--- src/design/kpd_pkg.sv ---
// Package with the shared types and codes of the knock pattern detector.
package kpd_pkg;

   localparam int unsigned FIELD_SAMPLE_BITS = 12;
   localparam int unsigned SENSOR_COUNT      = 3;
   localparam int unsigned CSR_INDEX_BITS    = 3;
   localparam int unsigned CSR_DATA_BITS     = 32;

   typedef enum logic [1:0] {
      OP_TICK  = 2'd0,
      OP_CLEAR = 2'd1,
      OP_SOLVE = 2'd2
   } op_type;

   typedef enum logic [1:0] {
      VERDICT_NONE  = 2'd0,
      VERDICT_MATCH = 2'd1,
      VERDICT_WRONG = 2'd2
   } verdict_type;

   typedef enum logic [CSR_INDEX_BITS-1:0] {
      CSR_THRESHOLD_A    = 3'd0,
      CSR_THRESHOLD_B    = 3'd1,
      CSR_THRESHOLD_C    = 3'd2,
      CSR_WINDOW_MS      = 3'd3,
      CSR_DEBOUNCE_MS    = 3'd4,
      CSR_QUIET_TIMEOUT  = 3'd5,
      CSR_PATTERN_LEN    = 3'd6,
      CSR_PATTERN_WORD   = 3'd7
   } csr_index_type;

   typedef struct packed {
      logic [1:0]  opcode;
      logic [31:0] now_ms;
      logic        active;
      logic [11:0] sample_a;
      logic [11:0] sample_b;
      logic [11:0] sample_c;
   } req_type;

   typedef struct packed {
      logic        knock_valid;
      logic [1:0]  knock_sensor;
      verdict_type verdict;
      logic        is_solved;
      logic [15:0] attempt_count;
      logic [4:0]  knocks_held;
      logic        window_open;
   } rsp_type;

endpackage

--- src/design/knock_pattern_detector.sv ---
// Top level of the knock pattern detector: capture, knock decision, sequence judge.
//
// Each result is registered, in the result register or, while the port is stalled,
// in the skid register. Throughput: one item per cycle while the skid register is
// empty; all of an item's work is one pass of logic from the state registers.
// A two-entry output buffer (result register plus skid register) lets the next
// input transfer happen while a result still waits on rsp_stall.
// Reset is synchronous and active high; it clears the detector state and the valid
// flags and loads the register defaults (pattern_len of one, everything else zero).
module knock_pattern_detector #(
   parameter int unsigned MAX_KNOCKS  = 16,
   parameter int unsigned SAMPLE_BITS = 12
) (
   input  logic                               clock,
   input  logic                               reset,
   input  logic                               req_valid,
   output logic                               req_stall,
   input  kpd_pkg::req_type                   req_data,
   output logic                               rsp_valid,
   input  logic                               rsp_stall,
   output kpd_pkg::rsp_type                   rsp_data,
   input  logic                               csr_wr_en,
   input  logic [kpd_pkg::CSR_INDEX_BITS-1:0] csr_index,
   input  logic [kpd_pkg::CSR_DATA_BITS-1:0]  csr_wdata
);
   import kpd_pkg::*;

   // Samples arrive as 12-bit fields; only the low SAMPLE_BITS of them count.
   localparam int unsigned EB = (SAMPLE_BITS < FIELD_SAMPLE_BITS) ?
                                SAMPLE_BITS : FIELD_SAMPLE_BITS;
   localparam int unsigned CW = $clog2(MAX_KNOCKS + 1);
   localparam int unsigned IW = (MAX_KNOCKS > 1) ? $clog2(MAX_KNOCKS) : 1;

   // Configuration registers.
   logic [11:0] threshold_ff [SENSOR_COUNT];
   logic [15:0] window_ms_ff;
   logic [15:0] debounce_ms_ff;
   logic [15:0] quiet_timeout_ff;
   logic [4:0]  pattern_len_ff;
   logic [31:0] pattern_word_ff;

   // Detector state and its next values.
   logic          capture_open_ff, capture_open_in;
   logic [31:0]   capture_start_ff, capture_start_in;
   logic [EB-1:0] capture_peak_ff [SENSOR_COUNT];
   logic [EB-1:0] capture_peak_in [SENSOR_COUNT];
   logic [31:0]   last_knock_ff, last_knock_in;
   logic [CW-1:0] knock_count_ff, knock_count_in;
   logic [31:0]   last_activity_ff, last_activity_in;
   logic          solved_ff, solved_in;
   logic [15:0]   wrong_tries_ff, wrong_tries_in;
   logic [1:0]    knock_store_ff [MAX_KNOCKS];

   // Sequence store write request.
   logic          store_we;
   logic [IW-1:0] store_idx;
   logic [1:0]    store_val;

   // Output buffer: the result register feeds the port, the skid register
   // catches a result produced while the port is stalled.
   logic    out_valid_ff, out_valid_in;
   rsp_type out_data_ff, out_data_in;
   logic    skid_valid_ff, skid_valid_in;
   rsp_type skid_data_ff, skid_data_in;
   rsp_type result;

   logic req_fire;
   logic out_take;

   // Input transfers only stop while the skid register is occupied, which
   // keeps the stall free of any combinational path from rsp_stall.
   assign req_stall = skid_valid_ff;
   assign req_fire  = req_valid && !req_stall;
   assign out_take  = out_valid_ff && !rsp_stall;
   assign rsp_valid = out_valid_ff;
   assign rsp_data  = out_data_ff;

   // Configuration writes; every index value names a register.
   always_ff @(posedge clock) begin
      if (reset) begin
         for (int i = 0; i < SENSOR_COUNT; i++) begin
            threshold_ff[i] <= '0;
         end
         window_ms_ff     <= '0;
         debounce_ms_ff   <= '0;
         quiet_timeout_ff <= '0;
         pattern_len_ff   <= 5'd1;
         pattern_word_ff  <= '0;
      end else if (csr_wr_en) begin
         case (csr_index_type'(csr_index))
            CSR_THRESHOLD_A:   threshold_ff[0]  <= csr_wdata[11:0];
            CSR_THRESHOLD_B:   threshold_ff[1]  <= csr_wdata[11:0];
            CSR_THRESHOLD_C:   threshold_ff[2]  <= csr_wdata[11:0];
            CSR_WINDOW_MS:     window_ms_ff     <= csr_wdata[15:0];
            CSR_DEBOUNCE_MS:   debounce_ms_ff   <= csr_wdata[15:0];
            CSR_QUIET_TIMEOUT: quiet_timeout_ff <= csr_wdata[15:0];
            CSR_PATTERN_LEN:   pattern_len_ff   <= csr_wdata[4:0];
            CSR_PATTERN_WORD:  pattern_word_ff  <= csr_wdata;
            default: begin
            end
         endcase
      end
   end

   // One pass over an item: a clear, a solve, or for an active tick the sensor
   // scan, window expiry with peak pick, knock acceptance, quiet-time judgment.
   always_comb begin
      logic [EB-1:0] samp [SENSOR_COUNT];
      logic [EB-1:0] thr  [SENSOR_COUNT];
      logic [1:0]    store_view [MAX_KNOCKS];
      logic [EB-1:0] best_val;
      logic [1:0]    best_idx;
      logic          best_found;
      logic [EB-1:0] best_thr;
      logic          seq_match;
      logic [31:0]   now;

      samp[0] = req_data.sample_a[EB-1:0];
      samp[1] = req_data.sample_b[EB-1:0];
      samp[2] = req_data.sample_c[EB-1:0];
      for (int i = 0; i < SENSOR_COUNT; i++) begin
         thr[i] = threshold_ff[i][EB-1:0];
      end
      for (int i = 0; i < MAX_KNOCKS; i++) begin
         store_view[i] = knock_store_ff[i];
      end
      now        = req_data.now_ms;
      best_val   = '0;
      best_idx   = '0;
      best_found = 1'b0;
      best_thr   = '0;
      seq_match  = 1'b0;

      capture_open_in  = capture_open_ff;
      capture_start_in = capture_start_ff;
      for (int i = 0; i < SENSOR_COUNT; i++) begin
         capture_peak_in[i] = capture_peak_ff[i];
      end
      last_knock_in    = last_knock_ff;
      knock_count_in   = knock_count_ff;
      last_activity_in = last_activity_ff;
      solved_in        = solved_ff;
      wrong_tries_in   = wrong_tries_ff;
      store_we         = 1'b0;
      store_idx        = knock_count_ff[IW-1:0];
      store_val        = '0;

      result               = '0;
      result.verdict       = VERDICT_NONE;

      case (op_type'(req_data.opcode))
         OP_CLEAR: begin
            capture_open_in  = 1'b0;
            last_knock_in    = '0;
            knock_count_in   = '0;
            last_activity_in = '0;
            solved_in        = 1'b0;
            wrong_tries_in   = '0;
         end
         OP_SOLVE: begin
            solved_in = 1'b1;
         end
         OP_TICK: begin
            if (req_data.active) begin
               // Sensors in order: the first hit opens the window, later
               // samples (same tick included) only raise the peaks.
               for (int i = 0; i < SENSOR_COUNT; i++) begin
                  if (!capture_open_in) begin
                     if (samp[i] >= thr[i]) begin
                        capture_open_in  = 1'b1;
                        capture_start_in = now;
                        for (int j = 0; j < SENSOR_COUNT; j++) begin
                           capture_peak_in[j] = '0;
                        end
                        capture_peak_in[i] = samp[i];
                     end
                  end else if (samp[i] > capture_peak_in[i]) begin
                     capture_peak_in[i] = samp[i];
                  end
               end

               if (capture_open_in &&
                   ((now - capture_start_in) >= {16'd0, window_ms_ff})) begin
                  capture_open_in = 1'b0;
                  // The first sensor with the strictly largest nonzero peak wins.
                  for (int i = 0; i < SENSOR_COUNT; i++) begin
                     if (capture_peak_in[i] > best_val) begin
                        best_val   = capture_peak_in[i];
                        best_idx   = 2'(i);
                        best_found = 1'b1;
                        best_thr   = thr[i];
                     end
                  end
                  if (best_found && (best_val >= best_thr) &&
                      ((now - last_knock_ff) >= {16'd0, debounce_ms_ff})) begin
                     last_knock_in       = now;
                     result.knock_valid  = 1'b1;
                     result.knock_sensor = best_idx;
                     last_activity_in    = now;
                     // A knock that finds the store full still counts for
                     // debounce and activity but is not recorded.
                     if (knock_count_ff < CW'(MAX_KNOCKS)) begin
                        store_we   = 1'b1;
                        store_val  = best_idx;
                        store_view[store_idx] = best_idx;
                        knock_count_in = knock_count_ff + CW'(1);
                     end
                  end
               end

               if ((knock_count_in != '0) &&
                   ((now - last_activity_in) >= {16'd0, quiet_timeout_ff})) begin
                  seq_match = (5'(knock_count_in) == pattern_len_ff);
                  for (int i = 0; i < MAX_KNOCKS; i++) begin
                     if ((CW'(i) < knock_count_in) &&
                         (store_view[i] != pattern_word_ff[2*i +: 2])) begin
                        seq_match = 1'b0;
                     end
                  end
                  if (seq_match) begin
                     solved_in      = 1'b1;
                     result.verdict = VERDICT_MATCH;
                  end else begin
                     if (wrong_tries_ff != 16'hFFFF) begin
                        wrong_tries_in = wrong_tries_ff + 16'd1;
                     end
                     result.verdict = VERDICT_WRONG;
                  end
                  knock_count_in   = '0;
                  last_activity_in = '0;
               end
            end
         end
         default: begin
         end
      endcase

      result.is_solved     = solved_in;
      result.attempt_count = wrong_tries_in;
      result.knocks_held   = 5'(knock_count_in);
      result.window_open   = capture_open_in;
   end

   // State registers advance on each input transfer.
   always_ff @(posedge clock) begin
      if (reset) begin
         capture_open_ff  <= 1'b0;
         capture_start_ff <= '0;
         for (int i = 0; i < SENSOR_COUNT; i++) begin
            capture_peak_ff[i] <= '0;
         end
         last_knock_ff    <= '0;
         knock_count_ff   <= '0;
         last_activity_ff <= '0;
         solved_ff        <= 1'b0;
         wrong_tries_ff   <= '0;
      end else if (req_fire) begin
         capture_open_ff  <= capture_open_in;
         capture_start_ff <= capture_start_in;
         for (int i = 0; i < SENSOR_COUNT; i++) begin
            capture_peak_ff[i] <= capture_peak_in[i];
         end
         last_knock_ff    <= last_knock_in;
         knock_count_ff   <= knock_count_in;
         last_activity_ff <= last_activity_in;
         solved_ff        <= solved_in;
         wrong_tries_ff   <= wrong_tries_in;
      end
   end

   // The sequence store holds no reset value; entries past the count are
   // never compared.
   always_ff @(posedge clock) begin
      if (req_fire && store_we) begin
         knock_store_ff[store_idx] <= store_val;
      end
   end

   // Output buffer control.
   always_comb begin
      out_valid_in  = out_valid_ff;
      out_data_in   = out_data_ff;
      skid_valid_in = skid_valid_ff;
      skid_data_in  = skid_data_ff;
      if (skid_valid_ff) begin
         if (out_take) begin
            out_data_in   = skid_data_ff;
            skid_valid_in = 1'b0;
         end
      end else if (req_fire) begin
         if (!out_valid_ff || out_take) begin
            out_valid_in = 1'b1;
            out_data_in  = result;
         end else begin
            skid_valid_in = 1'b1;
            skid_data_in  = result;
         end
      end else if (out_take) begin
         out_valid_in = 1'b0;
      end
   end

   always_ff @(posedge clock) begin
      if (reset) begin
         out_valid_ff  <= 1'b0;
         skid_valid_ff <= 1'b0;
      end else begin
         out_valid_ff  <= out_valid_in;
         skid_valid_ff <= skid_valid_in;
      end
   end

   always_ff @(posedge clock) begin
      out_data_ff  <= out_data_in;
      skid_data_ff <= skid_data_in;
   end

endmodule

--- config.mk ---
export PLATFORM = sky130hd
export DESIGN_NAME = knock_pattern_detector
export DESIGN_NICKNAME = d
export VERILOG_FILES = /design/src/design/kpd_pkg.sv /design/src/design/knock_pattern_detector.sv
export SDC_FILE = /design/constraint.sdc
export NUM_CORES = 1
export LEC_CHECK = 0
export BUFFER_PORTS_ARGS = -buffer_cell sky130_fd_sc_hd__buf_2
export CAP_MARGIN = 0
export CORE_ASPECT_RATIO = 1.5
export CORE_MARGIN = 2
export CORE_UTILIZATION = 57
export CTS_BUF_LIST = sky130_fd_sc_hd__clkbuf_8
export DETAILED_ROUTE_END_ITERATION = 7
export PLACE_DENSITY_LB_ADDON = 0.12
export SLEW_MARGIN = 30
export SYNTH_ARGS = -nofsm -noshare
export SYNTH_HDL_FRONTEND = slang
export SYNTH_SLANG_ARGS = --single-unit
--- constraint.sdc ---
create_clock -name clock -period 21.9 [get_ports clock]
set_clock_uncertainty 0.15 [all_clocks]
set_input_delay 3.285 -clock clock [delete_from_list [all_inputs] [get_ports clock]]
set_output_delay 3.285 -clock clock [all_outputs]
set_load 0.01 [all_outputs]
==> results of run 1 <==
worst min-delay path: cells and delay by family, from the launching register on:
kind	cells	cell delay (ns)
flip-flops	1	0.32
AO/OA/AOI/OAI	1	0.05
AND/OR/NAND/NOR	1	0.04
cell usage in the layout, fill, tap and decap left out, drive strengths merged, types with 23 or more instances in the layout:
cell | netlist | final
nor2b | 36 | 36
and3 | 23 | 23
and2 | 28 | 28
inv | 178 | 190
a21o | 84 | 84
o21ai | 156 | 156
a211oi | 33 | 33
nand2 | 438 | 438
nand4 | 56 | 56
clkbuf | 137 | 68
a31oi | 72 | 72
nand3 | 66 | 66
o211ai | 24 | 24
xnor2 | 46 | 46
nor3 | 58 | 58
edfxtp | 160 | 160
ha | 254 | 254
o21a | 49 | 49
o31ai | 36 | 36
or4 | 23 | 23
a21oi | 291 | 291
dfxtp | 206 | 206
nor2 | 347 | 347
mux2i | 96 | 96
xor2 | 46 | 46
buf | 33 | 175
power by group through the flow:
stage	sequential [mW]	combinational (mW)	clock [mW]
finish	0.764	1.77	0.705
global route	0.766	1.94	0.742
CTS	0.763	1.74	0.717
detailed placement	0.778	1.73	0
global placement	0.778	1.69	0
floorplan	0.772	1.31	0
registers in the layout, summed over array words and instances (netlist names):
| name | cells |
|---|---|
| capture_start_ff | 32 |
| solved_ff | 1 |
| window_ms_ff | 16 |
| knock_store_ff | 32 |
| debounce_ms_ff | 16 |
| rsp_valid | 1 |
| rsp_data | 28 |
| req_stall | 1 |
| wrong_tries_ff | 16 |
| skid_data_ff | 28 |
| pattern_len_ff | 5 |
| capture_open_ff | 1 |
| quiet_timeout_ff | 16 |
| threshold_ff | 36 |
| last_knock_ff | 32 |
| pattern_word_ff | 32 |
| capture_peak_ff | 36 |
| knock_count_ff | 5 |
| last_activity_ff | 32 |
cell families after synthesis:
| kind of cell | count (synthesis) | synth area share (%) |
|---|---|---|
| adders and majority gates | 257 | 12.1 |
| and+or+nand+nor | 1181 | 20.4 |
| buffers and inverters | 349 | 5.17 |
| DFF | 366 | 33.4 |
| muxes | 106 | 4.01 |
| xor gates and xnor gates | 92 | 3.01 |
| AOI/OAI and AO/OA | 908 | 21.9 |
layer usage:
layer	vias up	part of all wire, %	global-route usage, %
met5	-	0.015	0
met4	2	9.6	28.9
li1	12000	-	-
met1	11800	35	35.2
met3	322	5.4	5.19
met2	912	50	63.5
metrics by stage:
| stage | instances | util (%) |
|---|---|---|
| 2_1_floorplan | 3259 | - |
| 3_3_place_gp | 3857 | 59.9 |
| 3_5_place_dp | 3857 | 59.9 |
| 4_1_cts | 3969 | 62.9 |
| 5_1_grt | 3971 | 63.1 |
| 6_report | 3975 | 63.1 |
final cells by class:
type / instances / area [um2] / area share [%]
timing repair buffer: 175 / 993 / 3.39
inverter: 179 / 672 / 2.29
clock buffer: 68 / 936 / 3.19
clock inverter: 44 / 467 / 1.59
antenna: 5 / 12.5 / 0.0427
tap: 594 / 743 / 2.53
sequential: 366 / 8930 / 30.5
multi-input combinational: 2544 / 16600 / 56.5
worst paths after layout:
| kind | slack, ns | endpoint | cells past startpoint | startpoint |
|---|---|---|---|---|
| worst max-delay path | 2.17 | rsp_data[6] | 80 | req_data[24] |
| worst min-delay path | 0.30 | capture_start_ff[17] | 2 | capture_start_ff[17] |
| worst max register to register | 4.44 | rsp_data[6] | 78 | threshold_ff[0][0] |
| worst min register to register | 0.30 | capture_start_ff[17] | 2 | capture_start_ff[17] |
==> impl_metrics.toml, run 1 <==
[logic_synthesis]
yosysTopAreaCellShare_pct = 18.0
synth.net_count = 3627
ys_seq_area_share_pct = 33.4
synthFlopType = "dfxtp_1"
synth_area_mm2 = 0.0267
synth_largest_area_cell = "edfxtp_1"
syn-mean-instance-area_um2 = 8.21
synth-seq-cells = 366
synth_commonest_cells = "438 x nand2_1, 346 x nor2_1, 289 x a21oi_1"
syn_inst = 3259
async_reset_ff_share_pct = 0
yosysUniqueCellTypes = 95
synth_area_leaders = "edfxtp_1 18%, dfxtp_1 15%, ha_1 12%"
ys_warn_count = 0
synth-edff-count = 160
yosysMostFrequentCell = "nand2_1"

[cts]
ctsResizeCount = 0
hold_buffers = 0
clk_latency_ns = 0.70
cts_buffer_depth = 3
cts_tree = "done"
clockRootBuffer = "clkbuf_8"
cts_setup_buffers = 0
htree_levels = 2
cts_sinks = 366
cts_inserted_buffers = 59
clk_pin_slew_ns = 0.06

[run_status]
status = "finished, violations left"
violations = "design-rule violations"

[setup_path]
crit_type = "primary input to flop"
crit_slowest_cell = "nand2_1"
cp.required_ns = 22.18
cp-end-kind = "flop"
cp_common_cell = "o21ai_0"
crit_buf_inv = 8
crit_family = "compound AO/OA/AOI/OAI gates"
cp_data_arrival_time_ns = 20.02
cp-start-kind = "primary input"
worst_path_largest_cell_delay_ns = 0.62
crit_fanout = 45

[pwr]
clock_power_share_pct = 21.8
p_total_mw = 3.24
combPwrFrac_pct = 54.6
seq_power_share_pct = 23.6
leakagePower_nw = 11.6
switchingPower_mw = 1.44
p_int_mw = 1.80
ir_drop_mv = 0.0998
swShare_pct = 44.5
power_density_mw_per_mm2 = 110

[die]
dieArea_mm2 = 0.0487
die_h_um = 269
ioPinCount = 141
initial_core_util_pct = 57.5
die_w_um = 181
core_area_mm2 = 0.0465
std_cell_rows = 97

[global_routing]
overflow = 0
grt_pass1_vias = 24700
grt_max_degree = 95
grt_use_total_pct = 35.1
grt_pass1_wl_um = 135000
antenna_found_initial = 4

[routing]
dr_total_vias = 25000
antenna_left = 0
drtPass1Iterations = 8
drt_iter0_drc = 1557
routedWlPerCell_um = 22.0
drc = 5
drt_wl_total_um = 87400
viasPerCell = 6.29

[sta]
worstMarginPinSlew_ns = 0.976
setup-violations-final = 0
whs_ns = 0.302
fin_crit_sh_pct = 90.1
layout_min_cycle_time_ns = 19.73
slew_headroom_pct = 34.8
setup_tns_ns = 0
setup_ws_ns = 2.17
finalMaxSlewViolations = 0
grt_setup_unrepaired = "no"
max_freq_mhz = 50.7
finalHoldViolCount = 0

[placement]
place_congestion = 1.05
io_buffer_count = 140
placed_area_mm2 = 0.0278
place_hpwl_um = 66500
post-place-ws_ns = 1.48

[final_layout]
fillers = 4108
fin_nets = 3693
final_area_mm2 = 0.0293
post_route_cells_drive_above_1_share_pct = 9.95
syn2layout_area_growth_pct = 9.62

[min_path]
hold_path.class = "flop to flop"

[flow_run]
drv_cap = 0
Power figures use the tool's default switching activity.
==> run 2: changes to the inputs <==
--- a/config.mk
+++ b/config.mk
@@ -5,9 +5,10 @@
 export SDC_FILE = /design/constraint.sdc
 export NUM_CORES = 1
 export LEC_CHECK = 0
+export ABC_AREA = 1
 export BUFFER_PORTS_ARGS = -buffer_cell sky130_fd_sc_hd__buf_2
 export CAP_MARGIN = 0
-export CORE_ASPECT_RATIO = 1.5
+export CORE_ASPECT_RATIO = 1.2
 export CORE_MARGIN = 2
 export CORE_UTILIZATION = 57
 export CTS_BUF_LIST = sky130_fd_sc_hd__clkbuf_8
==> run 2 against run 1 <==
Against the previous run:
- the flow now finishes without violations
- maximum frequency rose by 7.8%
- final cell count rose by 27%
- power rose by 41%
- utilization fell by 0.36 points
- critical path depth rose by 4
- setup slack improved by 1.4 ns
- sequential power rose by 3.8%
- final area rose by 6.9%
- register-to-register slack improved by 1.5 ns
- sequential share of layout area fell by 2.0 points
- largest cell class unchanged
- largest power group unchanged
==> impl_metrics.toml, run 2 <==
[logic_synthesis]
syn-mean-instance-area_um2 = 6.78
async_reset_ff_share_pct = 0
synth_area_leaders = "edfxtp_1 17%, nand2_1 16%, dfxtp_1 14%"
syn_inst = 4230
synth-seq-cells = 366
synth-edff-count = 160
yosysUniqueCellTypes = 60
yosysTopAreaCellShare_pct = 16.8
synth_area_mm2 = 0.0287
synthFlopType = "dfxtp_1"
synth_largest_area_cell = "edfxtp_1"
ys_seq_area_share_pct = 31.1
synth_commonest_cells = "1,219 x nand2_1, 617 x inv_1, 349 x nor2_1"
yosysMostFrequentCell = "nand2_1"
synth.net_count = 4598
ys_warn_count = 0

[pwr]
power_density_mw_per_mm2 = 146
p_total_mw = 4.56
ir_drop_mv = 0.204
leakagePower_nw = 15.2

[min_path]
hold_path.class = "flop to flop"

[final_layout]
fin_nets = 4705
post_route_cells_drive_above_1_share_pct = 8.48
syn2layout_area_growth_pct = 9.38
most-common-layout-cells = "1,214 x nand2_1, 623 x inv_1, 346 x nor2_1, 321 x a21oi_1, 273 x o21ai_0"
top_regs = "capture_peak_ff (36), threshold_ff (36)"
final_common_cell = "nand2_1"

[setup_path]
cp_common_cell = "nand2_1"
cp.required_ns = 22.13
cp-end-kind = "flop"
cp-start-kind = "primary input"
crit_slowest_cell = "a31oi_1"
crit_fanout = 46
crit_type = "primary input to flop"
cp_data_arrival_time_ns = 18.53
worst_path_largest_cell_delay_ns = 0.64

[cts]
ctsResizeCount = 0
clockRootBuffer = "clkbuf_8"
clk_latency_ns = 0.67
cts_inserted_buffers = 66
cts_setup_buffers = 0
htree_levels = 3
clk_pin_slew_ns = 0.06
cts_buffer_depth = 3
hold_buffers = 0
cts_tree = "done"
cts_sinks = 366

[placement]
io_buffer_count = 140
place_congestion = 0.970
place_hpwl_um = 63800

[run_status]
status = "finished clean"

[sta]
fin_crit_sh_pct = 83.6
whs_ns = 0.311
setup-violations-final = 0
worstMarginPinSlew_ns = 0.951
setup_tns_ns = 0
finalMaxSlewViolations = 0
finalHoldViolCount = 0
layout_min_cycle_time_ns = 18.30
slew_headroom_pct = 36.5
max_freq_mhz = 54.6
grt_setup_unrepaired = "no"

[die]
ioPinCount = 141
dieArea_mm2 = 0.0521
die_w_um = 209
core_area_mm2 = 0.0500
initial_core_util_pct = 57.3
die_h_um = 250
std_cell_rows = 90

[global_routing]
grt_pass1_wl_um = 132000
antenna_found_initial = 2
grt_use_total_pct = 31.8
grt_max_degree = 99
overflow = 0
grt_pass1_vias = 25100

[flow_run]
drv_cap = 0

[routing]
viasPerCell = 5.40
drt_iter0_drc = 1864
dr_total_vias = 27200
routedWlPerCell_um = 16.6
antenna_left = 0
drt_wl_total_um = 83700
drtPass1Iterations = 6
drc = 0
[run 2: where the power goes]
part / total, mW / switching, mW / internal, mW
Combinational: 3.03 / 2.01 / 1.02
Clock: 0.742 / 0.312 / 0.430
Sequential: 0.793 / 0.0217 / 0.771
Total: 4.56 / 2.34 / 2.22
[run 2: path summary, 6_finish.rpt]
path	slack, ns	to	cells after the start	from
setup reg to reg	5.90	rsp_data[22]	82	threshold_ff[0][7]
hold reg to reg	0.31	debounce_ms_ff[15]	2	debounce_ms_ff[15]
hold / removal	0.31	debounce_ms_ff[15]	2	debounce_ms_ff[15]
setup / recovery	3.60	rsp_data[22]	84	req_data[35]
[run 2: per-stage QoR]
step           area [um2]  util, %  std cells  setup slack, ns
6_report            31400     62.7       5031             3.60
5_1_grt             31400     62.7       5031             2.05
4_1_cts             31300     62.7       5029             3.73
3_5_place_dp        29800     59.7       4912             3.09
3_3_place_gp        29800     59.7       4912             3.53
2_1_floorplan       28700        -       4230             6.76
[run 2: routing by layer]
layer	vias to the layer above	global-route usage, %	share of wire (%)
li1	14100	-	-
met1	12100	39.3	43
met2	817	53.8	47
met3	202	4.53	5.4
met4	0	16.4	5.2
met5	-	0	0
[run 2: area by class of cell]
cell class / count / area, um2
Antenna cell: 1 / 2.50
Clock buffer: 77 / 1060
Clock inverter: 40 / 424
Fill cell: 4791 / 18600
Inverter: 635 / 2390
Multi-Input combinational cell: 3101 / 16800
Sequential cell: 366 / 8930
Tap cell: 644 / 806
Timing Repair Buffer: 167 / 920
[run 2: worst max-delay path, delay by kind of cell]
kind,cells,cell delay (ns)
AOI/OAI and AO/OA,22,3.95
adders and majority gates,8,2.38
xor gates and xnor gates,1,0.18
buffers and inverters,11,2.80
and+or+nand+nor,42,5.86
[run 2: cells by family (layout without fill, tap and decap cells)]
family,after synthesis,after routing,synth area share [%]
AOI/OAI and AO/OA,759,759,14.4
xor gates and xnor gates,58,58,1.77
adders and majority gates,257,257,11.3
buffers and inverters,763,919,10.3
DFF,366,366,31.1
muxes,49,49,1.72
other,0,1,0
and+or+nand+nor,1978,1978,29.4
